===== config.mk =====
export PLATFORM = sky130hd
export DESIGN_NAME = stx_etx_frame_parser_unit
export DESIGN_NICKNAME = d
export VERILOG_FILES = /design/src/rtl/sefp_pkg.sv /design/src/rtl/stx_etx_frame_parser_unit.sv /design/src/rtl/sefp_front.sv /design/src/rtl/sefp_queue.sv /design/src/rtl/sefp_back.sv
export SDC_FILE = /design/constraint.sdc
export NUM_CORES = 1
export LEC_CHECK = 0
export BUFFER_PORTS_ARGS = -buffer_cell sky130_fd_sc_hd__buf_2
export CELL_PAD_IN_SITES_DETAIL_PLACEMENT = 1
export CELL_PAD_IN_SITES_GLOBAL_PLACEMENT = 2
export CORE_ASPECT_RATIO = 0.6
export CORE_MARGIN = 2
export CORE_UTILIZATION = 35
export DETAILED_ROUTE_END_ITERATION = 12
export PLACE_DENSITY = 0.73
export SLEW_MARGIN = 20
export SYNTH_ARGS = -nofsm -noshare
export SYNTH_HDL_FRONTEND = slang
export SYNTH_SLANG_ARGS = --single-unit

===== constraint.sdc =====
create_clock -name aclk -period 13.26 [get_ports aclk]
set_clock_uncertainty 0.2 [all_clocks]
set_input_delay 1.326 -clock aclk [delete_from_list [all_inputs] [get_ports aclk]]
set_output_delay 1.326 -clock aclk [all_outputs]
set_load 0.02 [all_outputs]

===== src/rtl/sefp_pkg.sv =====
// Shared types and constants for the start/length/end framed byte parser.
package sefp_pkg;

    // Parser phases; unused encodings behave as idle.
    typedef enum logic [2:0] {
        PH_IDLE = 3'd0,
        PH_LEN  = 3'd1,
        PH_CMD  = 3'd2,
        PH_D1   = 3'd3,
        PH_D2   = 3'd4,
        PH_END  = 3'd5,
        PH_PAY  = 3'd6
    } phase_t;

    // Kind of result produced for each received byte.
    typedef enum logic [1:0] {
        EV_NONE    = 2'd0,
        EV_PAYLOAD = 2'd1,
        EV_FRAME   = 2'd2,
        EV_ERROR   = 2'd3
    } evt_kind_t;

    // One result beat as it travels from the parser to the output stage.
    typedef struct packed {
        logic [7:0] payload_index;
        logic [7:0] payload_value;
        logic [7:0] second_data;
        logic [7:0] first_data;
        logic [7:0] command_code;
        logic [7:0] frame_length;
        evt_kind_t  event_res;
    } result_t;

    // Register indexes on the configuration port (taken from paddr[2]).
    localparam logic REG_START_MARKER = 1'b0;
    localparam logic REG_END_MARKER   = 1'b1;

    // Marker values after reset.
    localparam logic [7:0] START_MARKER_RESET = 8'h02;
    localparam logic [7:0] END_MARKER_RESET   = 8'h03;

    // Command, data1 and data2 counted in the length field, plus one because the
    // payload index counts from zero; the payload ends once index plus this reaches the length.
    localparam logic [8:0] HEADER_BYTES = 9'd4;

endpackage


===== src/rtl/stx_etx_frame_parser_unit.sv =====
// Top level of the framed serial byte parser with its configuration registers.
// Takes one received byte per beat on the s_ channel and gives exactly one result beat per
// byte on the m_ channel, in order. Bytes outside a frame produce no-event results until the
// start marker; a frame is start marker, length, command, data1 and data2 as the length
// allows, length minus three payload bytes (each reported with its index), then the end
// marker, which yields either a frame-complete result or an end-marker error. The block
// sustains one byte per clock while the queue has room: the parser phase advances on each
// accepted byte, and a result passes through the queue and then the output register. A
// QUEUE_DEPTH-entry queue between the parser and the output register lets the input keep
// flowing while the result side stalls, until the queue fills. The start and end markers are
// written over the APB port at byte addresses 0 and 4 (reset values 0x02 and 0x03) and should
// be changed only while no frame is in flight.
module stx_etx_frame_parser_unit
    import sefp_pkg::*;
#(
    parameter int unsigned QUEUE_DEPTH = 4
) (
    input  logic        aclk,
    input  logic        aresetn,
    // Input byte stream.
    input  logic        s_tvalid,
    output logic        s_tready,
    input  logic [7:0]  s_tdata,   // [7:0] rx_byte
    // Result stream.
    output logic        m_tvalid,
    input  logic        m_tready,
    // [7:0] frame_length, [15:8] command_code, [23:16] first_data,
    // [31:24] second_data, [39:32] payload_value, [47:40] payload_index
    output logic [47:0] m_tdata,
    output logic [1:0]  m_tuser,   // [1:0] event_res
    // Configuration port.
    input  logic        psel,
    input  logic        penable,
    input  logic        pwrite,
    input  logic [2:0]  paddr,
    input  logic [31:0] pwdata,
    output logic [31:0] prdata,
    output logic        pready
);

    logic [7:0] start_marker_reg;
    logic [7:0] end_marker_reg;
    logic       cfg_write;
    logic       q_push;
    logic       q_full;
    logic       q_pop;
    logic       q_not_empty;
    result_t    q_item;
    result_t    q_head;

    // Register writes land on the access cycle of the APB transfer.
    assign pready    = 1'b1;
    assign cfg_write = psel && penable && pwrite && pready;

    always_ff @(posedge aclk) begin
        if (!aresetn) begin
            start_marker_reg <= START_MARKER_RESET;
            end_marker_reg   <= END_MARKER_RESET;
        end else if (cfg_write) begin
            unique case (paddr[2])
                REG_START_MARKER: start_marker_reg <= pwdata[7:0];
                REG_END_MARKER:   end_marker_reg   <= pwdata[7:0];
                default: ;
            endcase
        end
    end

    // Register readback.
    always_comb begin
        unique case (paddr[2])
            REG_START_MARKER: prdata = {24'd0, start_marker_reg};
            REG_END_MARKER:   prdata = {24'd0, end_marker_reg};
            default:          prdata = '0;
        endcase
    end

    sefp_front u_front (
        .aclk         (aclk),
        .aresetn      (aresetn),
        .s_tvalid     (s_tvalid),
        .s_tready     (s_tready),
        .s_tdata      (s_tdata),
        .start_marker (start_marker_reg),
        .end_marker   (end_marker_reg),
        .q_full       (q_full),
        .q_push       (q_push),
        .q_item       (q_item)
    );

    sefp_queue #(
        .DEPTH (QUEUE_DEPTH)
    ) u_queue (
        .aclk      (aclk),
        .aresetn   (aresetn),
        .push      (q_push),
        .push_item (q_item),
        .full      (q_full),
        .pop       (q_pop),
        .not_empty (q_not_empty),
        .head_item (q_head)
    );

    sefp_back u_back (
        .aclk        (aclk),
        .aresetn     (aresetn),
        .q_not_empty (q_not_empty),
        .q_head      (q_head),
        .q_pop       (q_pop),
        .m_tvalid    (m_tvalid),
        .m_tready    (m_tready),
        .m_tdata     (m_tdata),
        .m_tuser     (m_tuser)
    );

endmodule


===== src/rtl/sefp_front.sv =====
// Parser front end: takes one byte per beat, steps the frame phase and builds its result.
module sefp_front
    import sefp_pkg::*;
(
    input  logic       aclk,
    input  logic       aresetn,
    input  logic       s_tvalid,
    output logic       s_tready,
    input  logic [7:0] s_tdata,
    input  logic [7:0] start_marker,
    input  logic [7:0] end_marker,
    input  logic       q_full,
    output logic       q_push,
    output result_t    q_item
);

    phase_t     phase_reg, phase_next;
    logic [7:0] len_reg, len_next;
    logic [7:0] cmd_reg, cmd_next;
    logic [7:0] d1_reg, d1_next;
    logic [7:0] d2_reg, d2_next;
    logic [7:0] cnt_reg, cnt_next;
    logic       take;
    logic       last_payload;

    assign s_tready = !q_full;
    assign take     = s_tvalid && !q_full;
    assign q_push   = take;

    // The payload ends once count plus the header bytes reaches the length.
    assign last_payload = ({1'b0, cnt_reg} + HEADER_BYTES) >= {1'b0, len_reg};

    // Next phase, captured fields and the result for the current byte.
    always_comb begin
        phase_next = phase_reg;
        len_next   = len_reg;
        cmd_next   = cmd_reg;
        d1_next    = d1_reg;
        d2_next    = d2_reg;
        cnt_next   = cnt_reg;
        q_item     = '0;
        q_item.event_res = EV_NONE;
        unique case (phase_reg)
            PH_LEN: begin
                len_next   = s_tdata;
                cnt_next   = '0;
                phase_next = PH_CMD;
            end
            PH_CMD: begin
                cmd_next   = s_tdata;
                phase_next = (len_reg <= 8'd1) ? PH_END : PH_D1;
            end
            PH_D1: begin
                d1_next    = s_tdata;
                phase_next = (len_reg <= 8'd2) ? PH_END : PH_D2;
            end
            PH_D2: begin
                d2_next    = s_tdata;
                phase_next = (len_reg <= 8'd3) ? PH_END : PH_PAY;
            end
            PH_PAY: begin
                q_item.event_res     = EV_PAYLOAD;
                q_item.payload_value = s_tdata;
                q_item.payload_index = cnt_reg;
                cnt_next             = cnt_reg + 8'd1;
                if (last_payload) begin
                    phase_next = PH_END;
                end
            end
            PH_END: begin
                if (s_tdata == end_marker) begin
                    q_item.event_res    = EV_FRAME;
                    q_item.frame_length = len_reg;
                    q_item.command_code = cmd_reg;
                    q_item.first_data   = (len_reg >= 8'd2) ? d1_reg : 8'd0;
                    q_item.second_data  = (len_reg >= 8'd3) ? d2_reg : 8'd0;
                    len_next = '0;
                    cmd_next = '0;
                    d1_next  = '0;
                    d2_next  = '0;
                end else begin
                    q_item.event_res = EV_ERROR;
                end
                phase_next = PH_IDLE;
            end
            default: begin
                phase_next = (s_tdata == start_marker) ? PH_LEN : PH_IDLE;
            end
        endcase
    end

    // State registers advance only on an accepted beat.
    always_ff @(posedge aclk) begin
        if (!aresetn) begin
            phase_reg <= PH_IDLE;
            len_reg   <= '0;
            cmd_reg   <= '0;
            d1_reg    <= '0;
            d2_reg    <= '0;
            cnt_reg   <= '0;
        end else if (take) begin
            phase_reg <= phase_next;
            len_reg   <= len_next;
            cmd_reg   <= cmd_next;
            d1_reg    <= d1_next;
            d2_reg    <= d2_next;
            cnt_reg   <= cnt_next;
        end
    end

endmodule


===== src/rtl/sefp_queue.sv =====
// Short result queue that decouples the parser from the output stage.
module sefp_queue
    import sefp_pkg::*;
#(
    parameter int unsigned DEPTH = 4
) (
    input  logic    aclk,
    input  logic    aresetn,
    input  logic    push,
    input  result_t push_item,
    output logic    full,
    input  logic    pop,
    output logic    not_empty,
    output result_t head_item
);

    localparam int unsigned AW = (DEPTH > 1) ? $clog2(DEPTH) : 1;
    localparam int unsigned CW = $clog2(DEPTH + 1);
    localparam logic [AW-1:0] LAST_PTR = AW'(DEPTH - 1);
    localparam logic [CW-1:0] FULL_CNT = CW'(DEPTH);

    result_t       slots [DEPTH];
    logic [AW-1:0] wr_ptr_reg, wr_ptr_next;
    logic [AW-1:0] rd_ptr_reg, rd_ptr_next;
    logic [CW-1:0] count_reg, count_next;
    logic          do_push;
    logic          do_pop;

    assign full      = (count_reg == FULL_CNT);
    assign not_empty = (count_reg != '0);
    assign do_push   = push && !full;
    assign do_pop    = pop && not_empty;
    assign head_item = slots[rd_ptr_reg];

    // Pointer wrap and occupancy.
    always_comb begin
        wr_ptr_next = wr_ptr_reg;
        rd_ptr_next = rd_ptr_reg;
        count_next  = count_reg;
        if (do_push) begin
            wr_ptr_next = (wr_ptr_reg == LAST_PTR) ? '0 : wr_ptr_reg + AW'(1);
        end
        if (do_pop) begin
            rd_ptr_next = (rd_ptr_reg == LAST_PTR) ? '0 : rd_ptr_reg + AW'(1);
        end
        if (do_push && !do_pop) begin
            count_next = count_reg + CW'(1);
        end else if (do_pop && !do_push) begin
            count_next = count_reg - CW'(1);
        end
    end

    always_ff @(posedge aclk) begin
        if (!aresetn) begin
            wr_ptr_reg <= '0;
            rd_ptr_reg <= '0;
            count_reg  <= '0;
        end else begin
            wr_ptr_reg <= wr_ptr_next;
            rd_ptr_reg <= rd_ptr_next;
            count_reg  <= count_next;
        end
    end

    // Slot storage needs no reset.
    always_ff @(posedge aclk) begin
        if (do_push) begin
            slots[wr_ptr_reg] <= push_item;
        end
    end

endmodule


===== src/rtl/sefp_back.sv =====
// Output stage: moves queued results into the registered result channel.
module sefp_back
    import sefp_pkg::*;
(
    input  logic        aclk,
    input  logic        aresetn,
    input  logic        q_not_empty,
    input  result_t     q_head,
    output logic        q_pop,
    output logic        m_tvalid,
    input  logic        m_tready,
    output logic [47:0] m_tdata,
    output logic [1:0]  m_tuser
);

    logic    valid_reg;
    result_t item_reg;
    logic    load;

    // Refill the output register when it is empty or its beat is being taken.
    assign load  = q_not_empty && (!valid_reg || m_tready);
    assign q_pop = load;

    always_ff @(posedge aclk) begin
        if (!aresetn) begin
            valid_reg <= 1'b0;
        end else if (load) begin
            valid_reg <= 1'b1;
        end else if (m_tready) begin
            valid_reg <= 1'b0;
        end
    end

    always_ff @(posedge aclk) begin
        if (load) begin
            item_reg <= q_head;
        end
    end

    assign m_tvalid = valid_reg;
    assign m_tuser  = item_reg.event_res;
    assign m_tdata  = {item_reg.payload_index, item_reg.payload_value,
                       item_reg.second_data, item_reg.first_data,
                       item_reg.command_code, item_reg.frame_length};

endmodule

* Yosys cells after proc, flatten, opt, wreduce, memory -nomap -nowiden
Memory sizes are Yosys's and may differ from the RTL's. A register that Yosys moved wholly into a read port is not among the register bits.
Index checks and enable logic that the tools add are counted.
W data, S select, Z words.
** Operators by class
- Add/subtract/negate cells :: 6
- $mul :: 0
- Divide/modulo/power cells :: 0
- Order comparisons :: 6
- Equal/unequal tests :: 13
- Shift-type cells :: 0
- Mux-type cells :: 28
- Bitwise operators :: 1
- Reduce and logical (&&, ||, !) cells :: 29
** Operator list (number)
- $pmux W8 S2 :: 5
- $mux W32 :: 2
- $pmux W32 S2 :: 1
- $mux W8 :: 3
- $pmux W3 S6 :: 1
- $eq A8 B8 Y1 :: 2
- $ge A8 B2 Y1 const B :: 2
- $le A8 B2 Y1 const B :: 2
- $mux W16 :: 1
- $reduce_bool A2 Y1 :: 7
- $eq A3 B3 Y1 const B :: 4
- $mux W3 :: 4
- $reduce_and A3 Y1 :: 4
- $add A8 B3 Y9 const B :: 1
- $ge A9 B8 Y1 :: 1
- $add A8 B1 Y8 const B :: 1
- $le A8 B1 Y1 const B :: 1
- $logic_and A1 B1 Y1 :: 8
- $reduce_and A2 Y1 :: 4
- $mux W1 :: 7
- $eq A3 B2 Y1 const B :: 2
- $mux W2 :: 3
- $add A2 B1 Y2 const B :: 2
- $eq A2 B2 Y1 const B :: 2
- other kinds (9) :: 13
** Storage, ports and cells
- Register bits :: 67
- Bits in latches :: 0
- Bits in writable memories :: 200
- Bits in read-only memories :: 0
- Output and inout port bits :: 85
- Memories kept :: 1
** Memory list
- u_queue.slots :: words 4, width 50, rd ports 1, clocked after memory_dff 1, wr ports 1, RTL line sefp_queue.sv:22 : result_t slots [DEPTH];

* Logic depth before layout (Yosys ltp)
Gate-level depths: netlist of the first run.
- Depth after elaboration :: 8
- Gate-level depth with buffers :: 10

* Cells and area by module
Synthesis of the first run repeated with hierarchy kept, for this count alone.
** Unflattened totals
- Cell total of the unflattened synthesis :: 773
- Area total of the unflattened synthesis :: 12836.1 um^2
** Modules (own cells, without submodules)
- sefp_queue :: times used 1, cells an instance 313, area an instance 7753.7 um^2, sequential area each 6185.9 um^2
- sefp_front :: times used 1, cells an instance 307, area an instance 2582.5 um^2, sequential area each 860.8 um^2
- sefp_back :: times used 1, cells an instance 54, area an instance 1549.0 um^2, sequential area each 1521.5 um^2
- stx_etx_frame_parser_unit :: times used 1, cells an instance 99, area an instance 950.9 um^2, sequential area each 320.3 um^2

* Worst setup path before layout of the first run
No wires, ideal clock.
- Path kind :: input to register
- Start :: input port m_tready
- End :: register u_queue.count_reg[2]
- Data arrival time :: 5.264 ns
- Path slack :: 7.720 ns
- Stages on the path :: 9
- Path buffers :: 0
- Path through :: inv_1 a21oi_1 inv_1 ha_1 inv_1 fa_1 xor2_1 or3_1 a21boi_0
** Between the ends
- Longest elaborated chain between the ends :: 6
- Elaborated cells on any way between the ends :: 8
- Classes of those cells :: mux: 1; reduce/logical: 7
** RTL lines
- start: declaration :: RTL line stx_etx_frame_parser_unit.sv:26 : input logic m_tready,
- $logic_or A1 B1 Y1 (*) :: RTL line sefp_back.sv:21 : assign load = q_not_empty && (!valid_reg || m_tready);
- $logic_and A1 B1 Y1 (*) :: RTL line sefp_back.sv:21
- named net q_pop :: RTL line stx_etx_frame_parser_unit.sv:46 : logic q_pop;
- $logic_and A1 B1 Y1 (*) :: RTL line sefp_queue.sv:32 : assign do_pop = pop && not_empty;
- $logic_not A1 Y1 :: RTL line sefp_queue.sv:46 : if (do_push && !do_pop) begin
- $logic_and A1 B1 Y1 :: RTL line sefp_queue.sv:46
- $mux W3 or $reduce_bool A2 Y1 (tied branches)
- end signal: assignment :: RTL line sefp_queue.sv:61 : count_reg <= count_next;
- end: declaration :: RTL line sefp_queue.sv:25 : logic [CW-1:0] count_reg, count_next;
The timed path passes the listed nets; every way through them passes the cells marked *.
A chain may end at the register's enable or synchronous reset.

* Final worst setup path of the first run
- Start :: input port paddr[2]
- End :: output port prdata[0]
** Between the ends
- Longest elaborated chain between the ends :: 2
** RTL lines
- start: declaration :: RTL line stx_etx_frame_parser_unit.sv:35 : input logic [2:0] paddr,
- $not A1 Y1 (no line)
- $pmux W32 S2 (*) :: RTL line stx_etx_frame_parser_unit.sv:70 : unique case (paddr[2])
- end: declaration :: RTL line stx_etx_frame_parser_unit.sv:37 : output logic [31:0] prdata,
Every way passes the cells marked *; elsewhere a longest branch is shown, timed or not. The select of a mux whose other input is x is not followed.

==> flow_summary_export.csv, run 1 <==
group,metric,value,unit
synthesis,synth-main-ff-cell,"edfxtp_1",
sta,max_freq,270,MHz
global_route,grt_pass1_vias,7108,
min_path,hold_class,"reg -> reg",
flow_run,maxCapViolations,0,
synthesis,synth_mux_area_frac,0.122,
drt,postRouteAntennaNets,0,
floorplan,core-area,0.0362,mm2
clocking,htreeDepth,1,
place,place_inst,1314,
clocking,cts_repair_resize_count,0,
drt,vias,6707,
sta,tns,0,ns
synthesis,syn-cell-area,0.0128,mm2
drt,first_iter_violations,489,
synthesis,yosys.area_share.adder,0.0172,
cells_and_area,regMostFlops,"u_queue.slots",
power,peakVddDrop,0.103,mV
clocking,hold_buffers,0,
cells_and_area,drive_gt1_frac,0.244,
place,gp_congestion,0.742,
cells_and_area,layout_commonest_cell,"edfxtp_1",
setup_path,crit_fanout,11,
drt,wl_per_cell,20.9,um
cells_and_area,largest_register_ffs,200,
global_route,grt_usage,0.151,
global_route,antenna_found_initial,1,
setup_path,critPathCaptureType,"output pin",
clocking,clk_pin_slew,0.07,ns
clocking,cts_tree,"done",
floorplan,ios,135,
clocking,cts.sinks,317,
place,io_buffers,83,
synthesis,ys_ff_latch,317,
power,leakage,5.06,nW
drt,drc,0,
setup_path,cp.arrival,2.18,ns
sta,hold_viol_final,0,
sta,slew_violations,0,
synthesis,synth-simple-area-share,0.0851,
run_status,outcome,"finished clean",
synthesis,synthCells,784,
power,powerDensity,191,mW/mm2
drt,wl,28.7,mm
setup_path,cp-start-kind,"primary input",
floorplan,dieArea,0.0383,mm2
clocking,cts_buffers,30,
floorplan,rows,54,
cells_and_area,fillers,3640,
global_route,grt_pass1_wl,44.2,mm
place,dpl.hpwl,17.8,mm
clocking,cts_buffer_depth,3,
cells_and_area,layout_common_cells,"edfxtp_1, buf_2, nand2_1",
cells_and_area,final_cells,1370,
drt,drtPass1Iterations,5,
floorplan,initial_core_util,0.354,
synthesis,synth_warnings,0,
global_route,overflow,0,
sta,finalCritPeriodShare,0.279,
synthesis,synth_top_family_by_area,"multiplexers",
cells_and_area,num_antenna_cells,0,
synthesis,synth-seq-area-share,0.689,
drt,vias_per_cell,4.90,
synthesis,synthXorXnorAreaFrac,0.0252,
clocking,cts_setup_buffers,0,
sta,hold_slack,0.256,ns
setup_path,required,11.73,ns
cells_and_area,syn_to_final_growth,14.5,%
synthesis,synthArstFlopShare,0,
synthesis,yosysUniqueCellTypes,57,
sta,setup_violations,0,
sta,maxSlewHeadroom,0.316,
sta,layout_min_cycle_time,3.71,ns
clocking,cts_root_buf,"clkbuf_16",
global_route,grt_max_degree,73,
synthesis,syn_area_per_cell,16.4,um2
synthesis,synth-edff-count,250,
synthesis,synth_compound_area_frac,0.0258,
sta,rsz0062_at_grt,"no",
setup_path,worstSetupPathType,"in -> out",
cells_and_area,nets,937,
clocking,insertion_delay,0.57,ns
floorplan,die_h,152,um
floorplan,die_w,251,um
sta,worst_pin_slew,1.02,ns
-- Yosys cell counts, types with 15 or more instances --
cell type / number / area share
a21boi_0: 16 / 0.0094
and2_1: 37 / 0.018
buf_4: 25 / 0.015
clkbuf_1: 15 / 0.0044
dfxtp_1: 67 / 0.10
edfxtp_1: 250 / 0.58
ha_1: 16 / 0.016
inv_1: 20 / 0.0058
mux2i_1: 35 / 0.027
mux4_2: 50 / 0.088
nand2_1: 78 / 0.023
nand3_1: 17 / 0.0066
nor2_1: 16 / 0.0047
xnor2_1: 15 / 0.010
-- final cells by class --
cell class,count,area (um2),area share
Sequential cell,317,8860,0.603
Multi-Input combinational cell,412,3660,0.249
Clock buffer,39,805,0.0548
Tap cell,476,596,0.0405
Timing Repair Buffer,88,453,0.0308
Clock inverter,17,248,0.0169
Inverter,21,78.8,0.00536
-- where the power goes --
group / total (W) / internal (W) / switching, W
sequential: 0.00134 / 0.00126 / 0.0000864
combinational: 0.000547 / 0.000221 / 0.000327
clock: 0.000920 / 0.000545 / 0.000375
total: 0.00281 / 0.00202 / 0.000788
-- worst paths after layout --
kind	startpoint	to	slack, ns	cells after the start
worst max-delay path	paddr[2]	prdata[0]	9.55	3
worst min register to register	u_front.d1_reg[2]	u_front.d1_reg[2]	0.26	2
worst max register to register	u_queue.count_reg[0]	u_queue.count_reg[2]	10.38	10
worst min-delay path	u_front.d1_reg[2]	u_front.d1_reg[2]	0.26	2
-- metrics by stage --
stage	power, W	util	worst slack, ns	area [um2]
after detailed placement	0.00193	0.377	9.52	13600
after floorplan	0.00174	-	7.72	12900
final	0.00281	0.406	9.55	14700
after CTS	0.00285	0.406	9.59	14700
after global placement	0.00192	0.377	9.55	13600
after global routing	0.00294	0.406	9.55	14700
-- cells by family after synthesis --
logic type	after synthesis
DFF	317
and+or+nand+nor	202
muxes	93
buffers and inverters	78
AOI/OAI and AO/OA	45
xor gates and xnor gates	30
adders and majority gates	17
other	2
-- metal layers --
layer	track usage	vias up	wire [um]
met5	0	-	0
li1	-	3069	-
met3	0.0289	31	1630
met4	0.0261	0	439
met1	0.244	3454	14900
met2	0.211	153	11700
-- worst max-delay path, stage by stage --
cell    delay (ns)
buf_2         0.27
mux2_2        0.41
buf_2         0.17
Power figures use the tool's default switching activity.
==> run 2: changes to the inputs <==
- ABC_AREA: not set -> 1
- PLACE_DENSITY: 0.73 -> 0.81
- clock period: 13.26 -> 3.2 ns (I/O delays scaled with it)
==> flow_summary_export.csv, run 2 <==
group,metric,value,unit
sta,slew_violations,0,
power,peakVddDrop,0.457,mV
clocking,cts_setup_buffers,0,
synthesis,synth_common_cells,"edfxtp_1, nor2_1, nand2_1",
synthesis,synthCells,1175,
global_route,antenna_found_initial,0,
setup_path,regToRegStartpoint,"u_front.phase_reg[0]",
floorplan,dieArea,0.0387,mm2
cells_and_area,layout_commonest_cell,"edfxtp_1",
place,io_buffers,83,
clocking,cts_buffers,30,
drt,first_iter_violations,530,
place,place_inst,1704,
global_route,grt_usage,0.171,
clocking,htreeDepth,1,
drt,drtPass1Iterations,7,
drt,postRouteAntennaNets,0,
synthesis,yosys.area.top_type,"edfxtp_1",
cells_and_area,multi_input_area,0.00347,mm2
cells_and_area,drive_gt1_frac,0.135,
sta,maxSlewHeadroom,0.393,
cells_and_area,layout_common_cells,"edfxtp_1, nor2_1, nand2_1",
global_route,overflow,0,
place,gp_congestion,0.817,
synthesis,ys_ff_latch,317,
synthesis,synth-edff-count,250,
sta,finalCritPeriodShare,0.733,
sta,worst_pin_slew,0.905,ns
clocking,cts.sinks,317,
floorplan,rows,54,
sta,hold_viol_final,0,
global_route,grt_pass1_vias,8619,
cells_and_area,post-route-util,0.412,
synthesis,synthArstFlopShare,0,
synthesis,synth-main-ff-cell,"edfxtp_1",
power,intPower,0.00837,W
cells_and_area,fillers,3971,
drt,wl,32.9,mm
flow_run,maxCapViolations,0,
floorplan,die_w,253,um
power,leakage,5.77,nW
setup_path,critPathCaptureType,"flop",
floorplan,ios,135,
place,place_ws,0.888,ns
clocking,cts_tree,"done",
sta,max_freq,427,MHz
synthesis,yosysUniqueCellTypes,39,
floorplan,initial_core_util,0.357,
run_status,outcome,"finished clean",
sta,setup_violations,0,
drt,drc,0,
drt,wl_per_cell,18.6,um
cells_and_area,largest_register_ffs,200,
place,dpl.hpwl,20.9,mm
drt,vias_per_cell,4.88,
min_path,min_from,"m_tready",
setup_path,cp-start-kind,"flop",
floorplan,core-area,0.0364,mm2
power,combPwrFrac,0.267,
power,power.switching,0.00416,W
power,powerDensity,834,mW/mm2
drt,vias,8633,
synthesis,yosysMostFrequentCell,"edfxtp_1",
synthesis,syn-cell-area,0.0130,mm2
setup_path,crit_fanout,8,
clocking,cts_root_buf,"clkbuf_16",
synthesis,synth-seq-area-share,0.682,
clocking,clk_pin_slew,0.06,ns
sta,rsz0062_at_grt,"no",
synthesis,synth.area.top_cells,"edfxtp_1, dfxtp_1, nor2_1, o21ai_0, nand2_1",
cells_and_area,nets,1338,
power,seq_power_share,0.442,
setup_path,cp.arrival,2.43,ns
clocking,insertion_delay,0.57,ns
cells_and_area,num_antenna_cells,0,
cells_and_area,syn_to_final_growth,15.7,%
synthesis,synth.top_cell.area_share,0.578,
sta,layout_setup_ws,0.855,ns
global_route,grt_max_degree,103,
min_path,hold_class,"in -> reg",
synthesis,syn_area_per_cell,11.0,um2
power,swShare,0.332,
sta,tns,0,ns
power,power.share.clock,0.290,
floorplan,die_h,153,um
cells_and_area,regArea,0.00885,mm2
setup_path,worstSetupPathType,"reg -> reg",
global_route,grt_pass1_wl,51.3,mm
setup_path,crit_start,"u_front.phase_reg[0]",
synthesis,synth_warnings,0,
cells_and_area,final_cells,1769,
clocking,cts_buffer_depth,3,
setup_path,required,3.29,ns
sta,layout_min_cycle_time,2.34,ns
cells_and_area,regMostFlops,"u_queue.slots",
==> run 2: changes by cell type after synthesis, moves of 22 or more <==
| cell | before | now |
|---|---|---|
| nor2_1 | 16 | 236 |
| a21oi_1 | 6 | 28 |
| mux4_2 | 50 | 0 |
| and2_1 | 37 | 0 |
| inv_1 | 20 | 96 |
| nand2_1 | 78 | 142 |
| o22ai_1 | 1 | 50 |
| mux2i_1 | 35 | 0 |
| o21ai_0 | 5 | 122 |
| clkbuf_1 | 15 | 38 |
==> run 2: repair_timing <==
action / CTS / global route
hold buffers: 11 / 0
hold endpoints to repair: 28 / 0
resized for setup: 0 / 0
setup endpoints to repair: 0 / 0
==> run 2: power groups by stage <==
stage               combinational [W]  sequential, W  clock [W]
finish                        0.00335        0.00554    0.00364
global route                  0.00372        0.00561    0.00388
CTS                           0.00343        0.00555    0.00373
detailed placement            0.00341        0.00563          0
global placement              0.00330        0.00563          0
floorplan                     0.00171        0.00610          0
==> run 2: layout make-up <==
class | instances | area share
Clock inverter | 10 | 0.00916
Inverter | 102 | 0.0255
Timing Repair Buffer | 116 | 0.0477
Clock buffer | 44 | 0.0576
Tap cell | 476 | 0.0397
Sequential cell | 317 | 0.589
Multi-Input combinational cell | 704 | 0.231
==> run 2: per-stage QoR <==
step                instance area, um2  hold WS, ns  total power [W]
detailed placement               13900        0.258          0.00904
finish                           15000      0.00632           0.0125
CTS                              15000      0.00480           0.0127
global placement                 13900        0.254          0.00893
global route                     15000       0.0251           0.0132
floorplan                        13100        0.241          0.00781
==> run 2: cells by family after synthesis <==
logic type,after synthesis,share of synthesized area
xor gates and xnor gates,21,0.0142
other,2,0.000578
and+or+nand+nor,436,0.141
adders and majority gates,17,0.0170
AOI/OAI and AO/OA,205,0.0846
buffers and inverters,177,0.0611
DFF,317,0.682
==> run 2: final timing paths <==
kind | endpoint | slack (ns) | depth (start not counted)
setup / recovery | u_queue.slots[2][28] | 0.86 | 6
hold / removal | u_back.m_tvalid | 0.006 | 4
setup reg to reg | u_queue.slots[2][28] | 0.86 | 6
hold reg to reg | u_front.cmd_reg[7] | 0.26 | 2
==> run 2: worst max-delay path: stages (launching register included) <==
cell and delay [ns]:
dfxtp_1 0.39, inv_2 0.08, nor2_4 0.15, inv_2 0.08
nor2_8 0.20, o21ai_1 0.36, nor3_1 0.61
==> run 2: routing by layer <==
metal | global-route usage | up-vias | wire length, um
met5 | 0 | - | 0
met1 | 0.258 | 4312 | 16600
met2 | 0.262 | 141 | 14300
met4 | 0.0282 | 0 | 428
li1 | - | 4142 | -
met3 | 0.0284 | 38 | 1500
==> run 3: changes to the inputs <==
- PLACE_DENSITY: 0.81 -> 0.79
- clock period: 3.2 -> 2.4 ns (I/O delays scaled with it)
==> flow_summary_export.csv, run 3 (synthesis results as in run 2) <==
group,metric,value,unit
setup_path,path_buf_inv,3,
cells_and_area,drive_gt1_frac,0.151,
setup_path,path_common_cell,"inv_2",
global_route,grt_pass1_wl,52.5,mm
sta,rsz0062_at_grt,"no",
sta,max_freq,453,MHz
cells_and_area,layout_common_cells,"edfxtp_1, nor2_1, nand2_1",
drt,vias_per_cell,4.89,
sta,slew_violations,0,
clocking,insertion_delay,0.58,ns
setup_path,crit_fanout,24,
place,gp_congestion,0.792,
power,powerDensity,1110,mW/mm2
global_route,grt_usage,0.175,
setup_path,worstSetupPathType,"reg -> reg",
setup_path,path_depth,7,
setup_path,crit_path_cell_trace,"inv_2 > nor2_4 > inv_2 > nor2_8 > nand3_1 > buf_12 > nor3_1",
setup_path,required,2.49,ns
place,io_buffers,83,
power,peakVddDrop,0.596,mV
cells_and_area,layout_commonest_cell,"edfxtp_1",
drt,first_iter_violations,515,
run_status,outcome,"finished clean",
power,leakage,5.88,nW
cells_and_area,largest_register_ffs,200,
global_route,overflow,0,
cells_and_area,num_antenna_cells,0,
drt,vias,8743,
cells_and_area,regMostFlops,"u_queue.slots",
clocking,cts_tree,"done",
flow_run,maxCapViolations,0,
min_path,min_from,"penable",
setup_path,rrSetupSlack,0.19,ns
sta,tns,0,ns
sta,maxSlewHeadroom,0.427,
sta,setup_violations,0,
floorplan,rows,54,
cells_and_area,nets,1354,
setup_path,cp-start-kind,"flop",
global_route,grt_max_degree,103,
cells_and_area,regArea,0.00886,mm2
min_path,hold_class,"in -> reg",
global_route,grt_pass1_vias,8999,
sta,layout_min_cycle_time,2.21,ns
setup_path,regToRegStartpoint,"u_front.phase_reg[0]",
clocking,cts_setup_buffers,0,
drt,wl_per_cell,18.9,um
drt,drc,0,
floorplan,core-area,0.0364,mm2
drt,wl,33.7,mm
min_path,min_path_cells,6,
setup_path,r2r-end,"u_queue.slots[3][21]",
floorplan,dieArea,0.0387,mm2
sta,finalCritPeriodShare,0.919,
cells_and_area,syn_to_final_growth,17.8,%
drt,postRouteAntennaNets,0,
min_path,min_to,"start_marker_reg[1]",
floorplan,die_h,153,um
global_route,antenna_found_initial,1,
setup_path,cp.arrival,2.29,ns
setup_path,r2r_cells,7,
floorplan,ios,135,
clocking,cts_buffers,31,
setup_path,crit_path_max_incr_delay,0.53,ns
setup_path,critPathTopFamily,"simple AND/OR/NAND/NOR gates",
drt,drtPass1Iterations,4,
floorplan,die_w,253,um
clocking,cts_buffer_depth,3,
clocking,htreeDepth,1,
clocking,clk_pin_slew,0.06,ns
clocking,cts.sinks,317,
place,dpl.hpwl,21.4,mm
power,total_power,0.0170,W
cells_and_area,fillers,3950,
setup_path,critPathCaptureType,"flop",
setup_path,critPathSlowestCell,"nor3_1",
cells_and_area,multi_input_area,0.00349,mm2
floorplan,initial_core_util,0.357,
sta,hold_viol_final,0,
clocking,cts_root_buf,"clkbuf_16",
sta,worst_pin_slew,0.854,ns
## run 3: how the worst max path moves through the flow
stage,from,end
after floorplan,u_back.m_tvalid,u_queue.count_reg[1]
after global placement,u_front.cnt_reg[2],u_front.phase_reg[0]
after detailed placement,u_front.cnt_reg[2],u_front.phase_reg[0]
after CTS,u_front.cnt_reg[2],u_front.phase_reg[0]
after global routing,u_front.cnt_reg[3],u_front.phase_reg[0]
final,u_front.phase_reg[0],u_queue.slots[3][21]
## run 3: per-layer routing
layer	track usage	wire length, um
met1	0.264	17000
met2	0.269	15000
met3	0.0262	1250
met4	0.0310	533
met5	0	0
## run 3: what timing repair did
item | CTS | global route
resized for setup | 0 | 4
hold buffers | 19 | 0
endpoints found under the hold margin | 65 | 0
endpoints found under the setup margin | 0 | 3
## run 3: stage by stage
stage	std cells	util	hold slack, ns	instance area [um2]	setup slack, ns
final	1787	0.420	0.0310	15300	0.194
after detailed placement	1711	0.386	0.267	14100	0.191
after CTS	1787	0.420	0.0176	15300	0.173
after global placement	1711	0.386	0.256	14100	0.222
after global routing	1787	0.420	0.131	15300	0.0128
after floorplan	1198	-	0.166	13100	-0.291
## run 3: cell type report
class | count | share of cell area
Clock buffer | 42 | 0.0554
Tap cell | 476 | 0.0390
Sequential cell | 317 | 0.579
Multi-Input combinational cell | 704 | 0.228
Clock inverter | 15 | 0.0125
Timing Repair Buffer | 131 | 0.0604
Inverter | 102 | 0.0250
## run 3: power breakdown
group / total (W) / switching, W / internal [W]
sequential: 0.00738 / 0.000257 / 0.00713
combinational: 0.00461 / 0.00329 / 0.00132
clock: 0.00502 / 0.00211 / 0.00291
total: 0.0170 / 0.00566 / 0.0114
## run 3: worst min-delay path: stages
cell and delay, ns:
buf_2 0.09, nand3_1 0.09, nor2_1 0.05, buf_4 0.16, nand2_1 0.06, nand3_1 0.07
